File: src/rtl/ionization_equilibrium_cell_update_top_assert.svh
// ----------------------------------------------------------------------------
// Ionization equilibrium cell update - assertion macros
// Clocked implication checks used by the top level.
// ----------------------------------------------------------------------------
`ifndef IONIZATION_EQUILIBRIUM_CELL_UPDATE_TOP_ASSERT_SVH
`define IONIZATION_EQUILIBRIUM_CELL_UPDATE_TOP_ASSERT_SVH

// Same-cycle implication, disabled while in reset.
`define IEC_ASSERT_IMPLIES(label, clk, rst_n, ante, cons) \
  label: assert property (@(posedge clk) disable iff (!(rst_n)) (ante) |-> (cons)) \
    else $error("implication check failed");

// Next-cycle implication, disabled while in reset.
`define IEC_ASSERT_NEXT(label, clk, rst_n, ante, cons) \
  label: assert property (@(posedge clk) disable iff (!(rst_n)) (ante) |=> (cons)) \
    else $error("next-cycle check failed");

`endif

File: src/rtl/iec_pkg.sv
// ----------------------------------------------------------------------------
// Ionization equilibrium cell update - package
// Field widths, register indexes, reset values and width helpers.
// ----------------------------------------------------------------------------
package iec_pkg;

  localparam int FieldW           = 32;
  localparam int CoeffW           = 32;
  localparam int ThrW             = 16;
  localparam int FracW            = 16;
  localparam int QuoW             = FracW + 1;
  localparam int CfgIdxW          = 2;
  localparam int CfgDataW         = 32;
  localparam int DataWidthDefault = 32;
  localparam int DivStepsPerStage = 2;

  localparam logic [CfgIdxW-1:0] RegRecombCoeff   = CfgIdxW'(0);
  localparam logic [CfgIdxW-1:0] RegFracThreshold = CfgIdxW'(1);

  localparam logic [CoeffW-1:0] RecombCoeffReset = CoeffW'(65536);
  localparam logic [ThrW-1:0]   FracThrReset     = ThrW'(655);
  localparam logic [QuoW-1:0]   OneQ16           = QuoW'(65536);

  // Density words never exceed the field width.
  function automatic int eff_width(input int dw);
    return (dw < FieldW) ? dw : FieldW;
  endfunction

endpackage

File: src/rtl/iec_front.sv
// ----------------------------------------------------------------------------
// Ionization equilibrium cell update - front stages
// Forms the selection test, the recombination term, the divisor and the
// total hydrogen over two register stages.
// ----------------------------------------------------------------------------
module iec_front #(
  parameter int  DataWidth = iec_pkg::DataWidthDefault,
  localparam int EffW      = iec_pkg::eff_width(DataWidth),
  localparam int RecW      = EffW + iec_pkg::CoeffW - iec_pkg::FracW,
  localparam int DenW      = RecW + 1,
  localparam int TotW      = EffW + 1
) (
  input  logic                      clk_i,
  input  logic                      rst_ni,
  input  logic                      valid_i,
  output logic                      ready_o,
  input  logic [EffW-1:0]           dens_i,
  input  logic [EffW-1:0]           elec_i,
  input  logic [EffW-1:0]           hi_i,
  input  logic [EffW-1:0]           hii_i,
  input  logic [EffW-1:0]           rate_i,
  input  logic [iec_pkg::CoeffW-1:0] coeff_i,
  input  logic [iec_pkg::ThrW-1:0]  thr_i,
  output logic                      valid_o,
  input  logic                      ready_i,
  output logic                      sel_o,
  output logic [EffW-1:0]           elec_o,
  output logic [EffW-1:0]           hi_o,
  output logic [EffW-1:0]           hii_o,
  output logic [EffW-1:0]           rate_o,
  output logic [DenW-1:0]           den_o,
  output logic [TotW-1:0]           total_h_o
);

  localparam int ThrProdW = iec_pkg::ThrW + EffW;
  localparam int RecProdW = iec_pkg::CoeffW + EffW;

  logic s1_v_q, s2_v_q;
  logic s1_rdy, s2_rdy;

  logic [EffW-1:0]     dens1_q, elec1_q, hi1_q, hii1_q, rate1_q;
  logic [ThrProdW-1:0] thr_prod_q;
  logic [RecProdW-1:0] rec_prod_q;

  logic            sel2_q;
  logic [EffW-1:0] elec2_q, hi2_q, hii2_q, rate2_q;
  logic [DenW-1:0] den2_q;
  logic [TotW-1:0] total2_q;

  assign s2_rdy  = !s2_v_q || ready_i;
  assign s1_rdy  = !s1_v_q || s2_rdy;
  assign ready_o = s1_rdy;

  always_ff @(posedge clk_i or negedge rst_ni) begin
    if (!rst_ni) begin
      s1_v_q <= 1'b0;
      s2_v_q <= 1'b0;
    end else begin
      if (s1_rdy) begin
        s1_v_q <= valid_i;
      end
      if (s2_rdy) begin
        s2_v_q <= s1_v_q;
      end
    end
  end

  // Stage 1: the two products
  always_ff @(posedge clk_i) begin
    if (s1_rdy) begin
      dens1_q    <= dens_i;
      elec1_q    <= elec_i;
      hi1_q      <= hi_i;
      hii1_q     <= hii_i;
      rate1_q    <= rate_i;
      thr_prod_q <= ThrProdW'(thr_i) * ThrProdW'(dens_i);
      rec_prod_q <= RecProdW'(coeff_i) * RecProdW'(elec_i);
    end
  end

  // Stage 2: selection compare, divisor and hydrogen sum
  always_ff @(posedge clk_i) begin
    if (s2_rdy) begin
      sel2_q   <= (rate1_q != '0) && (dens1_q != '0) &&
                  ({elec1_q, {iec_pkg::FracW{1'b0}}} < thr_prod_q);
      den2_q   <= DenW'(rate1_q) + DenW'(rec_prod_q[RecProdW-1:iec_pkg::FracW]);
      total2_q <= TotW'(hi1_q) + TotW'(hii1_q);
      elec2_q  <= elec1_q;
      hi2_q    <= hi1_q;
      hii2_q   <= hii1_q;
      rate2_q  <= rate1_q;
    end
  end

  assign valid_o   = s2_v_q;
  assign sel_o     = sel2_q;
  assign elec_o    = elec2_q;
  assign hi_o      = hi2_q;
  assign hii_o     = hii2_q;
  assign rate_o    = rate2_q;
  assign den_o     = den2_q;
  assign total_h_o = total2_q;

endmodule

File: config.mk
export PLATFORM = sky130hd
export DESIGN_NAME = iec_front
export DESIGN_NICKNAME = d
export VERILOG_FILES = /design/src/rtl/ionization_equilibrium_cell_update_top_assert.svh /design/src/rtl/iec_pkg.sv /design/src/rtl/iec_front.sv
export SDC_FILE = /design/constraint.sdc
export NUM_CORES = 2
export LEC_CHECK = 0
export ABC_AREA = 1
export CORE_UTILIZATION = 65
export CTS_CLUSTER_SIZE = 30
export DETAILED_ROUTE_END_ITERATION = 16
export DONT_BUFFER_PORTS = 1
export PLACE_DENSITY = 0.89
export SYNTH_ARGS = -nofsm -noshare
export SYNTH_HDL_FRONTEND = slang
export SYNTH_SLANG_ARGS = --single-unit
File: constraint.sdc
create_clock -name clk_i -period 9.7 [get_ports clk_i]
set_input_delay 1.455 -clock clk_i [delete_from_list [all_inputs] [get_ports clk_i]]
set_output_delay 1.455 -clock clk_i [all_outputs]
set_load 0.05 [all_outputs]
## Yosys cells after proc, flatten, opt, wreduce, memory -nomap -nowiden

Cells that the tools add are included.

| storage, ports and cells | value |
|---|---|
| word-level logic and storage cells | 29 |
| input bits | 212 |
| output and inout bits | 213 |
| bits in registers | 485 |

| cells by class | value |
|---|---|
| $mul | 2 |
| reductions and logical operators | 8 |
| order comparisons | 1 |
| $add $sub $neg | 2 |

Operator list:

| kind | count |
|---|---|
| $mul A32 B32 Y64 | 1 |
| $reduce_bool A32 Y1 | 2 |
| $add A32 B48 Y49 | 1 |
| $lt A48 B48 Y1 | 1 |
| $mul A16 B32 Y48 | 1 |
| $add A32 B32 Y33 | 1 |
| $logic_and A1 B1 Y1 | 2 |
| $logic_not A1 Y1 | 2 |
| $logic_or A1 B1 Y1 | 2 |

## Logic depth before layout (Yosys ltp)

| depth | value |
|---|---|
| depth in word-level cells | 3 |
| depth in mapped cells | 32 |
| mapped depth without buffers | 31 |

## Worst setup path before layout

Ideal clock, no wire load.

| path | value |
|---|---|
| path type | in2reg |
| start point | input ready_i |
| end point | register dens1_q[0] (enable) |
| required time | 6.952 ns |
| slack | -0.602 ns |
| arrival | 7.554 ns |
| cell stages on the path | 2 |
| buffers on the path | 0 |
| setup time | 2.748 ns |
| cell sequence | inv_1 -> nand3_1 |

| between the ends | value |
|---|---|
| cells in the longest elaborated chain, start to end | 2 |

RTL lines:

| element | line | RTL |
|---|---|---|
| start: declaration | iec_front.sv:25 | `input logic ready_i,` |
| $logic_or A1 B1 Y1 | iec_front.sv:50 | `assign s2_rdy = !s2_v_q \|\| ready_i;` |
| $logic_or A1 B1 Y1 | iec_front.sv:51 | `assign s1_rdy = !s1_v_q \|\| s2_rdy;` |
| via ready_o | iec_front.sv:16 | `output logic ready_o,` |
| end signal: assignment | iec_front.sv:71 | `dens1_q <= dens_i;` |
| end: declaration | iec_front.sv:41 | `logic [EffW-1:0] dens1_q, elec1_q, hi1_q, hii1_q, rate1_q;` |

The timed path passes the listed nets, and every way through them passes these cells.
A chain may end at the register's enable or synchronous reset.

## Final worst setup path

| path | value |
|---|---|
| start point | input elec_i[8] |
| end point | register rec_prod_q[58] (data pin) |

| between the ends | value |
|---|---|
| cells in the longest elaborated chain, start to end | 1 |

RTL lines:

| element | line | RTL |
|---|---|---|
| start: declaration | iec_front.sv:18 | `input logic [EffW-1:0] elec_i,` |
| $mul A32 B32 Y64 | iec_front.sv:77 | `rec_prod_q <= RecProdW'(coeff_i) * RecProdW'(elec_i);` |
| end signal: assignment | iec_front.sv:77 |  |
| end: declaration | iec_front.sv:43 | `logic [RecProdW-1:0] rec_prod_q;` |

No other way between the ends.

==> results.txt <==
CP dominant cell by count: fa_1
post-synthesis cell type count: 41
Worst Max-Slew Pin Slew: 1070 ps
Max Cap Violations: 0
syn_area_per_cell: 8.47 µm²
Fin Setup TNS: 0 ps
final RePlAce weighted congestion: 1.00
synth top area cells: fa_1, edfxtp_1, inv_1
Seq/Total Area, Yosys: 19.6%
die width: 334 µm
Die Y-Extent: 334 µm
FMAX: 135 MHz
total grt overflow: 0
CTS tree: built
final setup fails: 0
Crit Path Class: in2reg
Final Hold Vio Count: 0
CP Capture Type: flop
post-CTS sizing: 0
Clock Path Buffers: 3
mean routed wirelength per cell: 22.0 µm
synthesized instance count: 8466
post-CTS setup buffer count: 0
DRT antenna net count: 0
CP max-delay cell: fa_1
Via density: 5.84
first-pass GRT wire length: 336000 µm
Yosys reg bits: 469
leading area contributor after synthesis: fa_1
path type of the worst min-delay path: reg2reg
CP max stage delay: 580 ps
largest net degree at the start of global routing: 159
Max Slew Vio Count: 0
row count: 121
Root Driver: clkbuf_16
top cell type's share of synthesized area: 36.7%
first-pass detailed-route iteration total: 7
clock buffer count from CTS: 50
final WL: 215000 µm
GRT Util Overall: 39.6%
min setup slack post-route: 2310 ps
status: completed
initial antenna violation count: 8
Worst R2R Setup Slack: 5900 ps
Starting Density: 65.7%
hold buffers post-CTS: 0
Tmin final: 7390 ps
Nets: 10200
clock sink total: 469
Worst Path Arrival: 7770 ps
CP Cell Sequence: nand2_1, inv_1, fa_1, fa_1, inv_1, fa_1, inv_1, fa_1, fa_1, fa_1, fa_1, inv_1, fa_1, inv_1, ha_1, nand2_1, nor2_1, inv_1, nor2_1, inv_1, nor3_1, nand2_1, nand3_1, nand2_1
Remaining DRCs: 0
io pins: 425
count of warnings emitted by yosys: 0
htree depth: 2
PortBufs: 0
Worst Path Required: 10080 ps
Worst Clk Skew: 63.7 ps
total number of vias: 56900
RSZ-0062 raised after global routing: no
startpoint class of the critical path: primary input
HPWL Detailed: 169000 µm
Max-slew headroom: 28.6%
Skew-Pair Late Insertion Delay: 650 ps
die area: 112000 µm²
CTS clock-pin slew for the worst setup and hold paths: 70 ps
vias in the first global route: 61500
synthesized cell area: 71700 µm²
area growth from synthesis to layout: 3.49%
WHS: 463 ps
pre-CTS setup slack: 1770 ps
Final period util: 76.2%
Worst Path Max Fanout: 33
Core Area: 109000 µm²
share of cells above drive strength 1: 1.66%
DR iter-0 viols: 5936
syn nets: 10500
## metrics by stage
step / instances / util [%] / area (µm²)
2_1_floorplan: 8466 / - / 71700
3_3_place_gp: 9643 / 66.4 / 72500
5_1_grt: 9740 / 68.0 / 74200
6_report: 9743 / 68.0 / 74200
4_1_cts: 9737 / 67.9 / 74200
3_5_place_dp: 9643 / 66.4 / 72500
## state kept, by name, summed over array words and instances, names as in the netlist, 32 cells and up
register,count
hi1_q,32
thr_prod_q,48
hii_o,32
elec_o,32
hii1_q,32
rate1_q,32
rate_o,32
den_o,49
hi_o,32
dens1_q,32
rec_prod_q,48
total_h_o,33
elec1_q,32
## layer usage
layer | vias to the layer above | track usage [%] | wire, µm
met3 | 1171 | 10.3 | 26800
li1 | 24200 | - | -
met2 | 4035 | 63.4 | 98800
met5 | - | 0 | 57
met1 | 27500 | 48.3 | 73500
met4 | 8 | 24.4 | 15400
## cell usage after synthesis, drive strengths merged
library cell / count
inv: 2362
nand2: 2284
fa: 1315
ha: 476
edfxtp: 467
nor2: 354
clkbuf: 304
a21oi: 257
o21ai: 152
nand3: 150
xor2: 85
nand4: 52
nor3: 51
o21bai: 30
nor4: 26
xnor2: 25
a21o: 19
o21a: 17
a31oi: 12
a21boi: 10
o211ai: 5
a211oi: 2
and2: 2
dfrtp: 2
nand3b: 2
and3: 1
and3b: 1
o2111ai: 1
o221ai: 1
o22ai: 1
## logic make-up (layout without fill, tap and decap cells)
logic type / count (synthesis) / in the layout / synth area share, %
flip-flops: 469 / 469 / 19.6
AND/OR/NAND/NOR: 2923 / 2923 / 16.1
other: 0 / 5 / 0
adder cells (fa/ha/maj): 1791 / 1791 / 45.0
XOR/XNOR: 110 / 110 / 1.34
AO/OA/AOI/OAI: 507 / 507 / 3.92
buffers and inverters: 2666 / 2462 / 14.0
## layout by cell type (no fill, tap or decap), drive strengths merged, types with 6 or more instances in the layout
cell type,count
o21ai,152
xnor2,25
a21oi,257
a21o,19
o21a,17
clkbuf,57
nor2,354
clkinv,20
buf,6
clkinvlp,6
ha,476
nand4,52
o21bai,30
nand2,2284
a21boi,10
a31oi,12
nor4,26
xor2,85
inv,2369
nand3,150
fa,1315
edfxtp,467
nor3,51
## critical path, delay by kind of cell
family	cells	cell delay (ps)
buf+inv	7	470
simple gates	8	1150
fa+ha+maj	9	4620
## worst paths after layout
path,end,start,cells past startpoint
hold / removal,hi_o[18],hi1_q[18],0
hold reg to reg,hi_o[18],hi1_q[18],0
setup reg to reg,elec1_q[19],valid_o,4
min in group asynchronous,s1_v_q,rst_ni,0
max in group asynchronous,valid_o,rst_ni,0
setup / recovery,rec_prod_q[58],elec_i[8],24
## layout make-up
class	count	area [µm²]
clock buffers	57	1280
flip-flops and latches	469	14100
fillers	8100	35000
repair buffers	6	57.6
clock inverters	37	415
diodes	5	12.5
inverters	2362	8870
well taps	1476	1850
multi-input cells	5331	47600
Power is left out: the tool's default activity adds up to more than one toggle a clock period on the data nets, which glitch-free logic cannot reach.
