--- src/rtl/ionization_equilibrium_cell_update_top_assert.svh ---
// ----------------------------------------------------------------------------
// Ionization equilibrium cell update - assertion macros
// Clocked implication checks used by the top level.
// ----------------------------------------------------------------------------
`ifndef IONIZATION_EQUILIBRIUM_CELL_UPDATE_TOP_ASSERT_SVH
`define IONIZATION_EQUILIBRIUM_CELL_UPDATE_TOP_ASSERT_SVH

// Same-cycle implication, disabled while in reset.
`define IEC_ASSERT_IMPLIES(label, clk, rst_n, ante, cons) \
  label: assert property (@(posedge clk) disable iff (!(rst_n)) (ante) |-> (cons)) \
    else $error("implication check failed");

// Next-cycle implication, disabled while in reset.
`define IEC_ASSERT_NEXT(label, clk, rst_n, ante, cons) \
  label: assert property (@(posedge clk) disable iff (!(rst_n)) (ante) |=> (cons)) \
    else $error("next-cycle check failed");

`endif

--- src/rtl/iec_pkg.sv ---
// ----------------------------------------------------------------------------
// Ionization equilibrium cell update - package
// Field widths, register indexes, reset values and width helpers.
// ----------------------------------------------------------------------------
package iec_pkg;

  localparam int FieldW           = 32;
  localparam int CoeffW           = 32;
  localparam int ThrW             = 16;
  localparam int FracW            = 16;
  localparam int QuoW             = FracW + 1;
  localparam int CfgIdxW          = 2;
  localparam int CfgDataW         = 32;
  localparam int DataWidthDefault = 32;
  localparam int DivStepsPerStage = 2;

  localparam logic [CfgIdxW-1:0] RegRecombCoeff   = CfgIdxW'(0);
  localparam logic [CfgIdxW-1:0] RegFracThreshold = CfgIdxW'(1);

  localparam logic [CoeffW-1:0] RecombCoeffReset = CoeffW'(65536);
  localparam logic [ThrW-1:0]   FracThrReset     = ThrW'(655);
  localparam logic [QuoW-1:0]   OneQ16           = QuoW'(65536);

  // Density words never exceed the field width.
  function automatic int eff_width(input int dw);
    return (dw < FieldW) ? dw : FieldW;
  endfunction

endpackage

--- src/rtl/iec_back.sv ---
// ----------------------------------------------------------------------------
// Ionization equilibrium cell update - back stages
// Splits total hydrogen by the fraction, corrects the electron density,
// saturates and holds the result in the output register.
// ----------------------------------------------------------------------------
module iec_back #(
  parameter int  DataWidth = iec_pkg::DataWidthDefault,
  localparam int EffW      = iec_pkg::eff_width(DataWidth),
  localparam int TotW      = EffW + 1
) (
  input  logic                     clk_i,
  input  logic                     rst_ni,
  input  logic                     valid_i,
  output logic                     ready_o,
  input  logic [iec_pkg::QuoW-1:0] x_i,
  input  logic                     sel_i,
  input  logic [EffW-1:0]          elec_i,
  input  logic [EffW-1:0]          hi_i,
  input  logic [EffW-1:0]          hii_i,
  input  logic [TotW-1:0]          total_h_i,
  output logic                     valid_o,
  input  logic                     ready_i,
  output logic [EffW-1:0]          electron_o,
  output logic [EffW-1:0]          neutral_o,
  output logic [EffW-1:0]          ionized_o,
  output logic                     updated_o
);

  localparam int ProdW = TotW + iec_pkg::QuoW;
  localparam int EsW   = TotW + 2;

  logic a_v_q, b_v_q;
  logic a_rdy, b_rdy;

  logic [ProdW-1:0] prod_q;
  logic             sel_a_q;
  logic [EffW-1:0]  elec_a_q, hi_a_q, hii_a_q;
  logic [TotW-1:0]  total_a_q;

  logic [TotW-1:0] new_hii, new_hi;
  logic [EsW-1:0]  e_sum;
  logic [EffW-1:0] e_sat, hi_sat, hii_sat;

  logic [EffW-1:0] electron_q, neutral_q, ionized_q;
  logic            updated_q;

  assign b_rdy   = !b_v_q || ready_i;
  assign a_rdy   = !a_v_q || b_rdy;
  assign ready_o = a_rdy;

  always_ff @(posedge clk_i or negedge rst_ni) begin
    if (!rst_ni) begin
      a_v_q <= 1'b0;
      b_v_q <= 1'b0;
    end else begin
      if (a_rdy) begin
        a_v_q <= valid_i;
      end
      if (b_rdy) begin
        b_v_q <= a_v_q;
      end
    end
  end

  // Stage A: ionized share product
  always_ff @(posedge clk_i) begin
    if (a_rdy) begin
      prod_q    <= ProdW'(total_h_i) * ProdW'(x_i);
      sel_a_q   <= sel_i;
      elec_a_q  <= elec_i;
      hi_a_q    <= hi_i;
      hii_a_q   <= hii_i;
      total_a_q <= total_h_i;
    end
  end

  // The fraction never exceeds one, so the ionized share fits the total's width
  assign new_hii = prod_q[iec_pkg::FracW +: TotW];
  assign new_hi  = total_a_q - new_hii;
  // Top bit of e_sum is the sign of the exact electron value
  assign e_sum   = EsW'(elec_a_q) + EsW'(new_hii) - EsW'(hii_a_q);

  always_comb begin
    if (e_sum[EsW-1]) begin
      e_sat = '0;
    end else if (e_sum[EsW-2:EffW] != '0) begin
      e_sat = '1;
    end else begin
      e_sat = e_sum[EffW-1:0];
    end
    hi_sat  = new_hi[TotW-1]  ? '1 : new_hi[EffW-1:0];
    hii_sat = new_hii[TotW-1] ? '1 : new_hii[EffW-1:0];
  end

  // Stage B: output register
  always_ff @(posedge clk_i) begin
    if (b_rdy) begin
      if (sel_a_q) begin
        electron_q <= e_sat;
        neutral_q  <= hi_sat;
        ionized_q  <= hii_sat;
      end else begin
        electron_q <= elec_a_q;
        neutral_q  <= hi_a_q;
        ionized_q  <= hii_a_q;
      end
      updated_q <= sel_a_q;
    end
  end

  assign valid_o    = b_v_q;
  assign electron_o = electron_q;
  assign neutral_o  = neutral_q;
  assign ionized_o  = ionized_q;
  assign updated_o  = updated_q;

endmodule

--- config.mk ---
export PLATFORM = sky130hd
export DESIGN_NAME = iec_back
export DESIGN_NICKNAME = d
export VERILOG_FILES = /design/src/rtl/ionization_equilibrium_cell_update_top_assert.svh /design/src/rtl/iec_pkg.sv /design/src/rtl/iec_back.sv
export SDC_FILE = /design/constraint.sdc
export NUM_CORES = 2
export LEC_CHECK = 0
export BUFFER_PORTS_ARGS = -buffer_cell sky130_fd_sc_hd__buf_2
export CAP_MARGIN = 20
export CORE_ASPECT_RATIO = 0.9
export CORE_MARGIN = 8
export CORE_UTILIZATION = 45
export DETAILED_ROUTE_END_ITERATION = 10
export HOLD_SLACK_MARGIN = 0.05
export PLACE_DENSITY = 0.67
export SLEW_MARGIN = 20
export SYNTH_ARGS = -nofsm -noshare
export SYNTH_HDL_FRONTEND = slang
export SYNTH_SLANG_ARGS = --single-unit
--- constraint.sdc ---
create_clock -name clk_i -period 6.5 [get_ports clk_i]
set_clock_uncertainty 0.1 [all_clocks]
set_input_delay 0.325 -clock clk_i [delete_from_list [all_inputs] [get_ports clk_i]]
set_output_delay 0.325 -clock clk_i [all_outputs]
set_load 0.05 [all_outputs]
* Word-level counts from Yosys, hierarchy flattened
Index checks and enable logic that the tools add are counted.
** Word-level totals
- Flip-flop bits (word level) :: 278
- Input port bits :: 151
- Output and inout port bits :: 99
- Logic and storage cells :: 28
** Cells by class
- Add/sub/neg operators :: 3
- Multiply operators :: 1
- Multiplexer cells :: 7
- Reduce and logical (&&, ||, !) cells :: 5
** Operators by type and width (number)
- 32-bit two-way mux :: 7
- 33-bit by 17-bit multiplier with 49-bit output :: 1
- 34-bit by 32-bit subtractor with 35-bit output :: 1
- 32-bit by 33-bit adder with 34-bit output :: 1
- 33-bit subtractor :: 1
- 1-bit logical NOT :: 2
- 1-bit logical OR :: 2
- 2-bit nonzero test :: 1

* Logic depth before layout (Yosys ltp)
- Word-level depth :: 6
- Depth in mapped cells :: 25
- Depth with buffers taken out :: 23

* Worst setup path after synthesis
No wires, ideal clock.
- Path kind :: flip-flop to flip-flop
- Start :: register b_v_q, in the netlist valid_o
- End :: register elec_a_q[0] (enable)
- Library setup time :: 1.873 ns
- Arrival time :: 4.705 ns
- Data required time :: 4.527 ns
- Slack :: -0.179 ns
- Cell stages (with the launch flop) :: 2
- Buffers on the path :: 0
- Clock period less this slack :: 6.679 ns
- Cells stage by stage :: dfrtp_1 > nand3b_1
** Between the ends
- Word-level cells in the longest chain between the ends :: 3
** RTL lines
- start: declaration :: RTL line iec_back.sv:32 : logic a_v_q, b_v_q;
- start signal: assignment :: RTL line iec_back.sv:60 : b_v_q <= a_v_q;
- 1-bit logical NOT :: RTL line iec_back.sv:47 : assign b_rdy = !b_v_q || ready_i;
- 1-bit logical OR :: RTL line iec_back.sv:47
- 1-bit logical OR :: RTL line iec_back.sv:48 : assign a_rdy = !a_v_q || b_rdy;
- named net ready_o :: RTL line iec_back.sv:14 : output logic ready_o,
- end signal: assignment :: RTL line iec_back.sv:70 : elec_a_q <= elec_i;
- end: declaration :: RTL line iec_back.sv:37 : logic [EffW-1:0] elec_a_q, hi_a_q, hii_a_q;
The timed path passes the listed nets, and every way through them passes these cells.
A chain may end at the register's enable or synchronous reset.

* Worst setup path after layout
- Start :: input port x_i[7] (netlist name)
- End :: register prod_q[43] (data pin)
** Between the ends
- Word-level cells in the longest chain between the ends :: 1
** RTL lines
- start: declaration :: RTL line iec_back.sv:15 : input logic [iec_pkg::QuoW-1:0] x_i,
- 33-bit by 17-bit multiplier with 49-bit output :: RTL line iec_back.sv:68 : prod_q <= ProdW'(total_h_i) * ProdW'(x_i);
- end signal: assignment :: RTL line iec_back.sv:68
- end: declaration :: RTL line iec_back.sv:35 : logic [ProdW-1:0] prod_q;
No other way between the ends.

==> impl_results.md <==
- Max stage delay on crit path: a little under 0.6 ns
- CP max stage cell: fa_1
- Iteration-0 DRC Markers: between 2000 and 2500
- WL/cell: between 15 and 20 microns
- Max-Cap Viols: 0
- Ys Warns: 0
- Initial antenna violation count: 4
- R2R Path Start: prod_q[17]
- Routed Antenna Nets: 0
- Critical path's top delay family: adder cells
- Total number of vias: about 24000
- Hold path startpoint: total_h_i[11]
- Root buffer cell: clkbuf_16
- Worst EP required: 6.79 ns
- Synthesized instance count: 3204
- Worst Hold Depth: 2
- Setup TNS: 0 ns
- Initial Util: a little under half
- Reg2reg path depth: 13
- Final worst slack: approximately 0.26 ns
- Post-synth top area cell: fa_1
- Final Setup Violations: 0
- RSZ-0062 raised after global routing: false
- Critical path class: in -> reg
- Share of cells above drive strength 1: 14.5%
- Worst skew pair latency: 0.55 ns
- TritonCTS Buffers: 26
- Fin Hold WS: 0.178 ns
- Synth area leaders: fa_1 (32%), edfxtp_1 (25%), inv_1 (8.4%)
- Util after Layout: 53.7%
- Placer Congestion: 0.966
- Post-synth EDFFs: 260
- Slew Limit Fails: 0
- Reg2reg setup slack: approximately 1.8 ns
- Clock Pin Slew Worst Setup and Hold Paths: roughly 0.070 ns
- Clk buf depth: 3
- Fillers: between 6000 and 7000
- I/O pin cnt: 250
- Sink Count: around 260
- Die area: between 70000 and 80000 sq um
- Max-slew headroom at the worst pin: roughly 33%
- Vias in the first global route: between 20000 and 30000
- Die height: roughly 270 microns
- Sequential area share after synthesis: 25.3%
- Largest net degree at the start of global routing: 166
- Via density: about 5.2
- Hold Fails Final Rpt: 0
- Htree depth: 1
- Tmin final: 6.24 ns
- Status: completed
- Gr usage total: 22.9%
- Worst Setup End Kind: register
- Synth Flop Type: edfxtp_1
- Final period util: between 90% and 100%
- Die W: ~300 microns
- Net Count, Synth: just over 4000
- Yosys cell types: 72
- Rows: 91
- Number of synthesized register bits: approximately 260
- Slew @ Worst Pin: 1.01 ns
- Synth async-reset ratio: 0.763%
- Residual DRC count: 0
- CP dominant cell by count: fa_1
- Final Routed Wirelength: 89.2 mm
- Syn avg cell area: 9.68 sq um
- Dpl ws: -0.352 ns
- CP max FO: 22
- Fin nets: around 4500
- TritonCTS clock tree: done
- IO Port Bufs: ~250
- Congestion Overflow GR: 0
- Post-synth top area share: between 30% and 40%
- Hold WC Path Type: in -> reg
- P&R area growth vs syn: 18.2%
- Sequence of cells on the critical path: buf_2 > and2_1 > fa_1 > inv_1 > fa_1 > fa_1 > inv_1 > fa_1 > fa_1 > inv_1 > fa_1 > inv_1 > ha_1 > a21oi_1 > o21ai_0 > a21oi_1 > o221ai_1 > a2111oi_2 > buf_4 > nor3b_2 > o31a_1 > or4b_1 > o2111ai_1
- Core Footprint: around 68000 sq um
- 1st-pass router iterations: 5
- Worst EP arrival: about 6.5 ns
- First-pass GRT wire length: ~140 mm
- Fmax achieved: about 160 MHz
- Estimated wirelength of the detail-placed design: between 70 and 80 mm
- CP startpoint kind: input port
- Worst min-delay path endpoint: total_a_q[11]
- Mapped Area: just over 30000 sq um
- Worst r2r dst: electron_o[27]
- Buf/Inv on CP: 6
synthesized netlist by cell type (all sizes together) (11+ instances only):
master	count
clkbuf	118
a31oi	72
nor2b	17
buf	13
a21o	45
a211oi	15
edfxtp	260
xnor2	54
ha	185
nand2b	14
o21bai	12
nand3	25
fa	494
and3	11
inv	698
nand2	422
xor2	35
and2	208
nor2	140
o21ai	60
o21a	14
a21oi	176
state kept, by name (all words and copies together), names as in the netlist:
name and count:
sel_a_q 1, neutral_o 32, electron_o 32, ionized_o 32, prod_q 33, hii_a_q 32, a_v_q 1, elec_a_q 32
updated_o 1, hi_a_q 32, valid_o 1, total_a_q 33
how the worst max path moves through the flow:
stage / from / endpoint / depth (start not counted)
3_5_place_dp: x_i[7] / prod_q[43] / 23
6_report: x_i[7] / prod_q[43] / 23
4_1_cts: x_i[7] / prod_q[43] / 23
5_1_grt: x_i[7] / prod_q[43] / 23
3_3_place_gp: x_i[7] / prod_q[43] / 25
2_1_floorplan: valid_o / elec_a_q[0] / 1
cells by family after synthesis:
kind of cell	after synthesis	share of synthesized area (%)
and+or+nand+nor	884	13.3
xor gates and xnor gates	89	2.51
AOI/OAI and AO/OA	460	9.36
muxes	1	0.0323
adders and majority gates	679	39.3
buffers and inverters	829	10.1
DFF	262	25.3
timing repair:
| item | in CTS | in global routing |
|---|---|---|
| setup buffers | 0 | 0 |
| hold buffers | 100 | 0 |
| endpoints found under the setup margin | 0 | 2 |
| resized for setup | 0 | 2 |
| endpoints found under the hold margin | 100 | 0 |
per-layer routing:
metal | part of all wire [%] | global-route usage [%] | vias to the layer above | wire length [microns]
li1 | - | - | 11000 | -
met1 | 45 | 32.5 | 11800 | 39900
met2 | 45 | 37.2 | 949 | 40300
met3 | 8.3 | 3.75 | 106 | 7400
met4 | 1.7 | 4.20 | 4 | 1560
met5 | 0.024 | 0 | - | 21
layout make-up:
type	instances	area (sq um)	share of cell area [%]
multi-input cells	2113	20000	54.6
clock inverters	16	199	0.543
clock buffers	31	691	1.88
inverters	698	2620	7.15
repair buffers	570	4160	11.3
flip-flops and latches	262	7860	21.4
diodes	2	5.00	0.0136
well taps	883	1100	3.01
placed cells by master, fill, tap and decap left out, drive strengths merged, types with 15 or more instances in the layout:
cell type and count:
a211oi 15, edfxtp 260, o21ai 60, clkbuf 32, a21o 45, xnor2 54
a31oi 72, fa 494, nand2 422, a21oi 176, inv 699, dlygate4sd3 100
ha 185, xor2 35, nor2b 17, and2 208, nand3 25, nor2 140
buf 469
metrics by stage:
step,instances,instance area [sq um]
2_1_floorplan,3204,31000
3_3_place_gp,4426,34800
3_5_place_dp,4426,34800
4_1_cts,4573,36700
5_1_grt,4573,36700
6_report,4575,36700
Power is left out: the tool's default activity adds up to more than one toggle a clock period on the data nets, which glitch-free logic cannot reach.
